`config.mk`:
```
export PLATFORM = sky130hd
export DESIGN_NAME = tpf_div
export DESIGN_NICKNAME = d
export VERILOG_FILES = /design/src/rtl/core/tpf_pkg.sv /design/src/rtl/core/tpf_div.sv
export SDC_FILE = /design/constraint.sdc
export NUM_CORES = 1
export LEC_CHECK = 0
export BUFFER_PORTS_ARGS = -buffer_cell sky130_fd_sc_hd__buf_2
export CAP_MARGIN = 40
export CORE_MARGIN = 3
export CORE_UTILIZATION = 30
export DETAILED_ROUTE_END_ITERATION = 8
export PLACE_DENSITY = 0.46
export REMOVE_ABC_BUFFERS = 1
export SLEW_MARGIN = 40
export SYNTH_ARGS = -nofsm -noshare
export SYNTH_HDL_FRONTEND = slang
export SYNTH_SLANG_ARGS = --single-unit
```
`constraint.sdc`:
```
create_clock -name clk -period 4 [get_ports clk]
set_input_delay 0.8 -clock clk [delete_from_list [all_inputs] [get_ports clk]]
set_output_delay 0.8 -clock clk [all_outputs]
set_load 0.02 [all_outputs]
```
`src/rtl/core/tpf_pkg.sv`:
```
// Shared types, codes and constants of the typed particle force step unit.
package tpf_pkg;

	localparam int DEF_MAX_PARTICLES = 1024;
	localparam int DEF_TYPE_COUNT    = 10;

	localparam logic [30:0] RST_BOUND_X     = 31'd3276800;
	localparam logic [30:0] RST_BOUND_Y     = 31'd3276800;
	localparam logic [30:0] RST_FORCE_SCALE = 31'd655360;
	localparam logic [16:0] RST_DAMPING     = 17'd39322;

	localparam logic [63:0] EPS_Q32 = 64'd429496;
	localparam logic [40:0] DV_CAP  = 41'h100_0000_0000;

	localparam int DIV_NUM_W = 64;
	localparam int DIV_FRAC  = 16;

	typedef enum logic [2:0] {
		CMD_CLEAR = 3'd0,
		CMD_ADD   = 3'd1,
		CMD_SET   = 3'd2,
		CMD_STEP  = 3'd3,
		CMD_READ  = 3'd4
	} cmd_t;

	typedef enum logic [1:0] {
		REG_BOUND_X     = 2'd0,
		REG_BOUND_Y     = 2'd1,
		REG_FORCE_SCALE = 2'd2,
		REG_DAMPING     = 2'd3
	} reg_idx_t;

	localparam logic [1:0] ST_OK        = 2'd0;
	localparam logic [1:0] ST_FULL      = 2'd1;
	localparam logic [1:0] ST_BAD_INDEX = 2'd2;

	typedef enum logic [4:0] {
		S_IDLE, S_READ_W, S_GAIN, S_GAIN_W, S_LDI, S_LDI_W, S_LDJ, S_LDJ_W,
		S_DX2, S_DY2, S_RR, S_CMP, S_NX, S_DXS, S_DXW, S_NY, S_DYS, S_DYW,
		S_NEXTJ, S_P2LD, S_P2W, S_FL, S_FH, S_FC, S_DM, S_DE, S_MV, S_ME, S_WB
	} st_t;

	typedef struct packed {
		logic [2:0]         command;
		logic [3:0]         particle_type;
		logic [30:0]        start_x;
		logic [30:0]        start_y;
		logic [3:0]         type_a;
		logic [3:0]         type_b;
		logic signed [31:0] factor_value;
		logic [30:0]        radius_value;
		logic [16:0]        step_time;
		logic [9:0]         particle_index;
	} req_t;

	typedef struct packed {
		logic [1:0]  status;
		logic [30:0] out_x;
		logic [30:0] out_y;
		logic [3:0]  out_type;
		logic [10:0] particle_count;
	} rsp_t;

endpackage

```
`src/rtl/core/tpf_div.sv`:
```
// Restoring divider, one quotient bit per cycle: floor(num * 2^16 / den).
module tpf_div (
	input  logic        clk,
	input  logic        arst_n,
	input  logic        start,
	input  logic [63:0] num,
	input  logic [63:0] den,
	output logic        busy,
	output logic        done,
	output logic [63:0] quot
);
	import tpf_pkg::*;

	localparam int DW   = DIV_NUM_W + DIV_FRAC;
	localparam int CNTW = $clog2(DW + 1);

	logic [DW-1:0]        sh_q;
	logic [DIV_NUM_W:0]   rem_q;
	logic [DIV_NUM_W-1:0] den_q;
	logic [CNTW-1:0]      cnt_q;
	logic                 busy_q;
	logic                 done_q;
	logic [DIV_NUM_W:0]   rem_sh;
	logic [DIV_NUM_W:0]   rem_sub;
	logic                 take;

	// trial subtract of the shifted remainder
	assign rem_sh  = {rem_q[DIV_NUM_W-1:0], sh_q[DW-1]};
	assign rem_sub = rem_sh - {1'b0, den_q};
	assign take    = rem_sh >= {1'b0, den_q};

	// count the iterations
	always_ff @(posedge clk or negedge arst_n) begin
		if (!arst_n) begin
			busy_q <= 1'b0;
			done_q <= 1'b0;
			cnt_q  <= '0;
		end else begin
			done_q <= 1'b0;
			if (start) begin
				busy_q <= 1'b1;
				cnt_q  <= CNTW'(DW);
			end else if (busy_q) begin
				cnt_q <= cnt_q - CNTW'(1);
				if (cnt_q == CNTW'(1)) begin
					busy_q <= 1'b0;
					done_q <= 1'b1;
				end
			end
		end
	end

	// shift dividend out, quotient bits in
	always_ff @(posedge clk) begin
		if (start) begin
			sh_q  <= {num, {DIV_FRAC{1'b0}}};
			rem_q <= '0;
			den_q <= den;
		end else if (busy_q) begin
			sh_q  <= {sh_q[DW-2:0], take};
			rem_q <= take ? rem_sub : rem_sh;
		end
	end

	assign busy = busy_q;
	assign done = done_q;
	assign quot = sh_q[DIV_NUM_W-1:0];

endmodule

```
* After elaboration in Yosys (flattened, before gate mapping) *
Cells that the tools add are included.

storage, ports and cells
  register bits after elaboration = 217
  latch bits = 0
  RAM bits = 0
  memory bits (read-only) = 0
  input port bits = 131
  output and inout port bits = 66
  memories kept = 0

operators by class
  add/subtract/negate cells = 2
  $mul = 0
  div/mod/pow operators = 0
  order comparisons = 1
  eq/ne operators = 1
  shift-type cells = 0
  mux-type cells = 11
  bitwise operators = 0
  reduce and logical (&&, ||, !) cells = 1

operator list
  operator             count
  $mux 80              2
  $ge 65x64->1         1
  $mux 64              1
  $sub 64x64->64       1
  $mux 7               2
  $eq 7x1->1 const B   1
  $sub 7x1->7 const B  1
  $mux 1               6
  $reduce_bool 2->1    1

* Longest topological paths before layout *
Gate-level depths: netlist (run 1).

  word-level depth = 4
  gate-level depth with buffers = 16
  depth with buffers taken out = 13

* Least setup slack after synthesis (run 1) *
No wires, ideal clock.

  kind = in2reg
  from = input port start
  to = register sh_q[16] (enable)
  setup time = 0.418 ns
  arrival time = 2.684 ns
  path slack = 0.898 ns
  cell stages on the path = 4
  buffers on the path = 2
  cell sequence = clkbuf_1 nor2_1 clkbuf_1 inv_1

between the ends
  longest elaborated chain between the ends = 1

ends and longest elaborated chain
  element                      line           text
  start: declaration           tpf_div.sv:5   input logic start,
  $reduce_bool 2->1 (no line)  n/a
  end signal: assignment       tpf_div.sv:56  sh_q <= {num, {DIV_FRAC{1'b0}}};
  end signal: assignment       tpf_div.sv:60  sh_q <= {sh_q[DW-2:0], take};
  end: declaration             tpf_div.sv:17  logic [DW-1:0] sh_q;

Every way passes these cells.
A chain may end at the register's enable or synchronous reset.

* Final worst setup path (run 1) *
  from = register den_q[34]
  to = register rem_q[38]

between the ends
  longest elaborated chain between the ends = 2
  elaborated cells between the ends (all ways) = 3
  those cells by class = 1 x add/sub; 1 x order compare; 1 x mux

ends and longest elaborated chain
  element                                         line                          text
  start: declaration                              tpf_div.sv:19                 logic [DIV_NUM_W-1:0] den_q;
  start signal: assignment                        tpf_div.sv:58                 den_q <= den;
  $sub 64x64->64 or $ge 65x64->1 (tied branches)  tpf_div.sv:29, tpf_div.sv:30
  $mux 64 *                                       tpf_div.sv:61                 rem_q <= take ? rem_sub : rem_sh;
  end signal: assignment                          tpf_div.sv:61
  end: declaration                                tpf_div.sv:18                 logic [DIV_NUM_W:0] rem_q;

Every way passes the cells marked *; elsewhere a longest branch is shown, timed or not.

==> reports/qor.yml, run 1 <==
async_reset_ff_frac: 0.04147
start_kind: "flip-flop"
post_cts_buffers: 0
synthTopCellsByCount: "128 x edfxtp_1, 112 x nor2_1, 94 x nand2_1, 81 x inv_1, 80 x dfxtp_1"
vias: 9807
synth_top_family_by_area: "compound AO/OA/AOI/OAI gates"
use_met2: 0.2285
hpwl_um: 25130
drc: 0
crit_arrival_ps: 3880
final_nets: 1599
min_period_over_period: 0.8717
wire_per_inst_um: 17.57
clock-sinks: 217
wl_um: 34530
holdBufCountCts: 0
slew_violations: 0
crit_path_frequent_cell: "buf_12"
fill_cells: 4425
synth-xor-area-share: 0.04198
p_leak_uw: 0.006507
synth_fa_ha_area_frac: 0.06539
p_total_uw: 9790
crit_fanout: 38
fin_crit_ps: 3487
cp_slowest_cell: "ha_1"
start_util: 0.3063
worst_pin_slew_ps: 720.3
avgViaCountPerCell: 4.991
clk_latency_ps: 560
grt_max_degree: 64
synthCells: 1294
area.growth.synth_to_final_pct: 14.55
die_area_um2: 45640
yosys_warnings: 0
synth.cell_area_um2: 12930
ir_worst_vdd_mv: 0.3514
gr-total-overflow: 0
hp-class: "input pin to async pin"
synth_most_common_cell: "edfxtp_1"
firstDrtPassIters: 5
fmax_ghz: 0.2868
rows: 75
io_buffers: 196
dieHeight_um: 213.6
grt_pass1_wl_um: 54760
crit_type: "flip-flop to flip-flop"
tns_ps: 0
ctsResizeCount: 0
crit_chain: "inv_1 > ha_1 > a21oi_1 > o21ai_0 > a221oi_1 > o211ai_1 > nor3b_1 > a31oi_4 > o31ai_4 > buf_12 > buf_12 > mux2i_1 > a211oi_1"
critPathMaxStageDelay_ps: 430
antenna_left: 0
core-area_um2: 42230
synth_flop_cell: "edfxtp_1"
power_density_nw_per_um2: 660.8
cts-root-buf: "clkbuf_16"
drt_iter0_markers: 461
synth_area_per_cell_um2: 9.996
whs_ps: 87.75
cts_buffers: 27
grt_pass1_vias: 9950
seq_area_frac_synth: 0.4384
synth_compound_area_frac: 0.2067
synthMuxAreaShare: 0.04846
synth_cell_types: 83
synth_top_cell_by_area: "edfxtp_1"
use_met1: 0.2097
endpoint_kind: "flip-flop"
synth-edff-count: 128
io_pins: 197
antenna_found_initial: 10
die_width_um: 213.6
drive_gt1_frac: 0.2103
synth_top_cell_area_share: 0.2972
yosys.area_share.simple: 0.1080
path_clk_slew_ps: 70
status: "complete, no violations"
cts.path.max_buffers: 3
synth_area_leaders: "edfxtp_1 30%, dfxtp_1 12%, ha_1 6.4%, mux2i_1 4.6%, a22o_1 4.3%"
maxCapViolations: 0
gp_congestion: 0.8489
hold_viol_final: 0
synth-seq-cells: 217
grtUsageMet3: 0.03804
track_usage: 0.1480
maxSlewHeadroom: 0.5198
cp.required_ps: 4400
setup_viol: 0
cts_tree: "yes"
htree_levels: 1
top_usage_layer: "met2"
rsz0062_at_grt: "false"
finClkSkew_ps: 19.98
-- logic make-up (layout without fill, tap and decap cells) --
kind of cell / Yosys count / count (layout)
buf+inv: 216 / 344
other cells: 0 / 4
fa+ha+maj: 67 / 67
mux: 62 / 62
xor+xnor: 62 / 62
simple gates: 304 / 304
compound gates: 366 / 366
flops: 217 / 217
-- critical path: cells and delay by family, from the launching register on --
kind | cells | cell delay [ps]
flops | 1 | 340
buf+inv | 3 | 600
simple gates | 1 | 340
compound gates | 7 | 1360
fa+ha+maj | 1 | 430
mux | 1 | 210
-- stage by stage --
step / std cells / utilization / setup WS, ps / cell area, µm²
floorplan: 1160 / - / -1799 / 12070
global placement: 1911 / 0.3291 / 591.2 / 13900
detailed placement: 1911 / 0.3291 / 583.5 / 13900
CTS: 1961 / 0.3506 / 564.2 / 14810
global route: 1964 / 0.3508 / 295.5 / 14810
finish: 1965 / 0.3509 / 513.1 / 14820
-- report_power, final --
group          switching, µW  total (µW)  internal, µW
clock                    985        2480          1500
combinational           2440        4240          1800
sequential               285        3070          2780
-- registers in the layout, indices dropped and copies added, names as in the netlist --
name   cells
busy       1
cnt_q      7
den_q     64
done       1
rem_q     64
sh_q      80
-- layout make-up --
cell class / instances / area, µm² / area share
diodes: 4 / 10.01 / 0.0006756
clock buffers: 38 / 787.0 / 0.05312
clock inverters: 12 / 121.4 / 0.008191
inverters: 82 / 307.8 / 0.02077
multi-input cells: 861 / 6095 / 0.4113
flip-flops and latches: 217 / 5674 / 0.3830
well taps: 539 / 674.4 / 0.04552
repair buffers: 212 / 1147 / 0.07744
-- layer usage --
metal	vias up	wire, µm	part of all wire
met2	201	15370	0.45
met1	4675	16370	0.47
met3	54	2093	0.061
met5	-	71	0.0021
li1	4865	-	-
met4	12	632	0.018
-- layout by cell type (no fill, tap or decap), drive strengths merged, types with 9 or more instances in the layout --
master and instances:
nor3 17, o21bai 11, a211oi 52, edfxtp 128, mux2i 60, a22o 63
buf 211, nand3 11, xor2 29, a31oi 12, clkbuf 39, nand2 95
a21o 28, ha 66, xnor2 33, a21oi 81, dfxtp 80, nor2 112
o21a 10, o21ai 66, inv 82, nand4 20, dfrtp 9
-- worst paths after layout --
| check | end | slack [ps] | cells after the start | start |
|---|---|---|---|---|
| setup / recovery | rem_q[38]$_SDFFE_PP0P_ | 510 | 13 | den_q[34]$_DFFE_PP_ |
| hold / removal | done$_DFF_PN0_ | 90 | 1 | arst_n |
| setup reg to reg | rem_q[38]$_SDFFE_PP0P_ | 510 | 13 | den_q[34]$_DFFE_PP_ |
| hold reg to reg | rem_q[27]$_SDFFE_PP0P_ | 490 | 2 | rem_q[27]$_SDFFE_PP0P_ |
| max in group asynchronous | busy$_DFF_PN0_ | 3710 | 1 | arst_n |
| min in group clk | den_q[15]$_DFFE_PP_ | 420 | 1 | den[15] |
No activity file was read; power rests on OpenSTA's default activity.
==> run 2: changes to the inputs <==
RECOVER_POWER = 100   (was not set)
==> run 2 against run 1 <==
  * The run now ends with capacitance limit, slew limit left
  * Utilization is 0.44 points lower
  * Count of clock-buffer cells in the layout stayed put
  * First-iteration DRC count increased by 6.9%
  * Via count down 0.11%
  * Register-to-register slack lost 140 ps
  * Combinational power fell by 2%
  * Final cell count unchanged
  * Non-clock buffer count unchanged
==> reports/qor.yml, run 2 (same netlist as run 1, synthesis figures left out) <==
cts.path.max_buffers: 3  # unchanged
largest_register_ffs: 80  # unchanged
endpoint_kind: "flip-flop"
grt_pass1_wl_um: 54760  # unchanged
ctsResizeCount: 0  # unchanged
io_buffers: 196  # unchanged
rsz0062_at_grt: "false"
firstDrtPassIters: 5  # unchanged
r2r_start: "den_q[6]$_DFFE_PP_"
grt_pass1_vias: 9950  # unchanged
clk_latency_ps: 560  # about the same
top_regs: "sh_q x80, den_q x64, rem_q x64"
utilization: 0.3464  # -0.004444
cts_tree: "yes"
cts-root-buf: "clkbuf_16"
drc: 0  # unchanged
hp-class: "input pin to async pin"
maxSlewHeadroom: -0.3733  # -0.8931
final_nets: 1599  # unchanged
power_density_nw_per_um2: 664.9  # +0.63%
path_clk_slew_ps: 60  # about the same
failed_checks: "capacitance limit, slew limit"
track_usage: 0.1480  # unchanged
finalInstanceArea_um2: 14630  # -1.3%
p_sw_frac: 0.3803  # +0.0008997
post_cts_buffers: 0  # unchanged
crit_buf_inv: 2  # -1
whs_ps: 174.8  # +87.08 ps
hpwl_um: 25130  # unchanged
vias: 9796  # -0.11%
die_width_um: 213.6  # unchanged
crit_arrival_ps: 3950  # +70 ps
pwr-share-comb: 0.429  # -0.004
fmax_ghz: 0.2758  # -3.8%
holdBufCountCts: 0  # unchanged
grt_max_degree: 64  # unchanged
tns_ps: 0  # unchanged
crit_family: "compound AO/OA/AOI/OAI gates"
crit_chain: "inv_1 > ha_1 > nand3_1 > or3_1 > a21oi_2 > o31a_2 > o2bb2ai_4 > a31oi_1 > o31ai_4 > clkbuf_1 > mux2i_1 > a211oi_1"
p_leak_uw: 0.006217  # -4.5%
gp_congestion: 0.8489  # unchanged
crit_type: "flip-flop to flip-flop"
drive_gt1_frac: 0.1491  # -0.06118
layout_commonest_cell: "edfxtp_1"
avgViaCountPerCell: 4.985  # -0.11%
setup.worst_path.start: "den_q[6]$_DFFE_PP_"
critPathMaxStageDelay_ps: 540  # +110 ps
die_area_um2: 45640  # unchanged
status: "complete, but fails checks"
gr-total-overflow: 0  # unchanged
dieHeight_um: 213.6  # unchanged
largest_register: "sh_q"
start_kind: "flip-flop"
cp.required_ps: 4320  # -80 ps
p_sw_uw: 3699  # -0.41%
hold_viol_final: 0  # unchanged
crit_fanout: 10  # -74%
clock-sinks: 217  # unchanged
ir_worst_vdd_mv: 0.3438  # -2.2%
slew_violations: 39  # +39
fin_crit_ps: 3626  # +138.9 ps
antenna_left: 0  # unchanged
layout_common_cells: "128 x edfxtp_1, 121 x buf_2, 112 x nor2_1"
maxCapViolations: 1  # +1
setup_viol: 0  # unchanged
io_pins: 197  # unchanged
core-area_um2: 42230  # unchanged
wire_per_inst_um: 17.54  # -0.19%
drt_iter0_markers: 493  # +6.9%
placed_cell_area_um2: 13900  # unchanged
seqPwrFrac: 0.316  # +0.003
p_int_uw: 6028  # -0.79%
start_util: 0.3063  # unchanged
min_period_over_period: 0.9064  # +0.03472
finClkSkew_ps: 20.80  # +0.8192 ps
htree_levels: 1  # unchanged
p_clk_frac: 0.255  # about the same
cp_slowest_cell: "clkbuf_1"
worst_pin_slew_ps: 2060  # +1340 ps
wl_um: 34470  # -0.19%
cts_buffers: 27  # unchanged
antenna_found_initial: 10  # unchanged
rows: 75  # unchanged
area.growth.synth_to_final_pct: 13.10
-- run 2: cell count changes in the layout (fill, tap and decap cells not counted), sizes merged --
cell    change
buf        -84
clkbuf     +84
-- run 2: layer usage --
layer	part of all wire	routed length [µm]	track usage
met2	0.45	15400	0.2285
met1	0.47	16260	0.2097
met3	0.062	2127	0.03804
met5	0.0021	71	0
met4	0.018	610	0.03259
-- run 2: worst reg2reg max path, stage by stage (launching register included) --
cell and delay, ps:
edfxtp_1 320, inv_1 40, ha_1 400, nand3_1 140, or3_1 340, a21oi_2 140, o31a_2 250, o2bb2ai_4 180
a31oi_1 230, o31ai_4 450, clkbuf_1 540, mux2i_1 280, a211oi_1 90
-- run 2: power by group through the flow --
| stage | logic [µW] | clock network, µW | registers, µW |
|---|---|---|---|
| floorplan | 3160 | 0 | 3110 |
| global placement | 4250 | 0 | 3110 |
| detailed placement | 4240 | 0 | 3110 |
| CTS | 4260 | 2600 | 3070 |
| global route | 4660 | 2670 | 3130 |
| finish | 4170 | 2480 | 3070 |
-- run 2: final timing paths --
kind / depth (start not counted) / to / slack (ps)
hold / removal: 1 / done$_DFF_PN0_ / 170
max in group asynchronous: 1 / cnt_q[0]$_DFFE_PN0P_ / 3500
setup / recovery: 12 / rem_q[57]$_SDFFE_PP0P_ / 370
hold reg to reg: 2 / rem_q[27]$_SDFFE_PP0P_ / 490
setup reg to reg: 12 / rem_q[57]$_SDFFE_PP0P_ / 370
min in group clk: 1 / den_q[15]$_DFFE_PP_ / 420
-- run 2: area by class of cell --
cell class	count	area, µm²
fill	4471	27600
multi-input combinational	861	6045
sequential	217	5670
timing repair buffer	212	1013
clock buffer	38	787.0
tap	539	674.4
inverter	82	307.8
clock inverter	12	121.4
antenna	4	10.01
-- run 2: stage by stage --
stage,total power [µW],cells,worst slack (ps)
finish,9727,1965,374.3
global route,10460,1964,152.0
CTS,9929,1961,564.2
detailed placement,7344,1911,583.5
global placement,7359,1911,591.2
floorplan,6268,1160,-1799
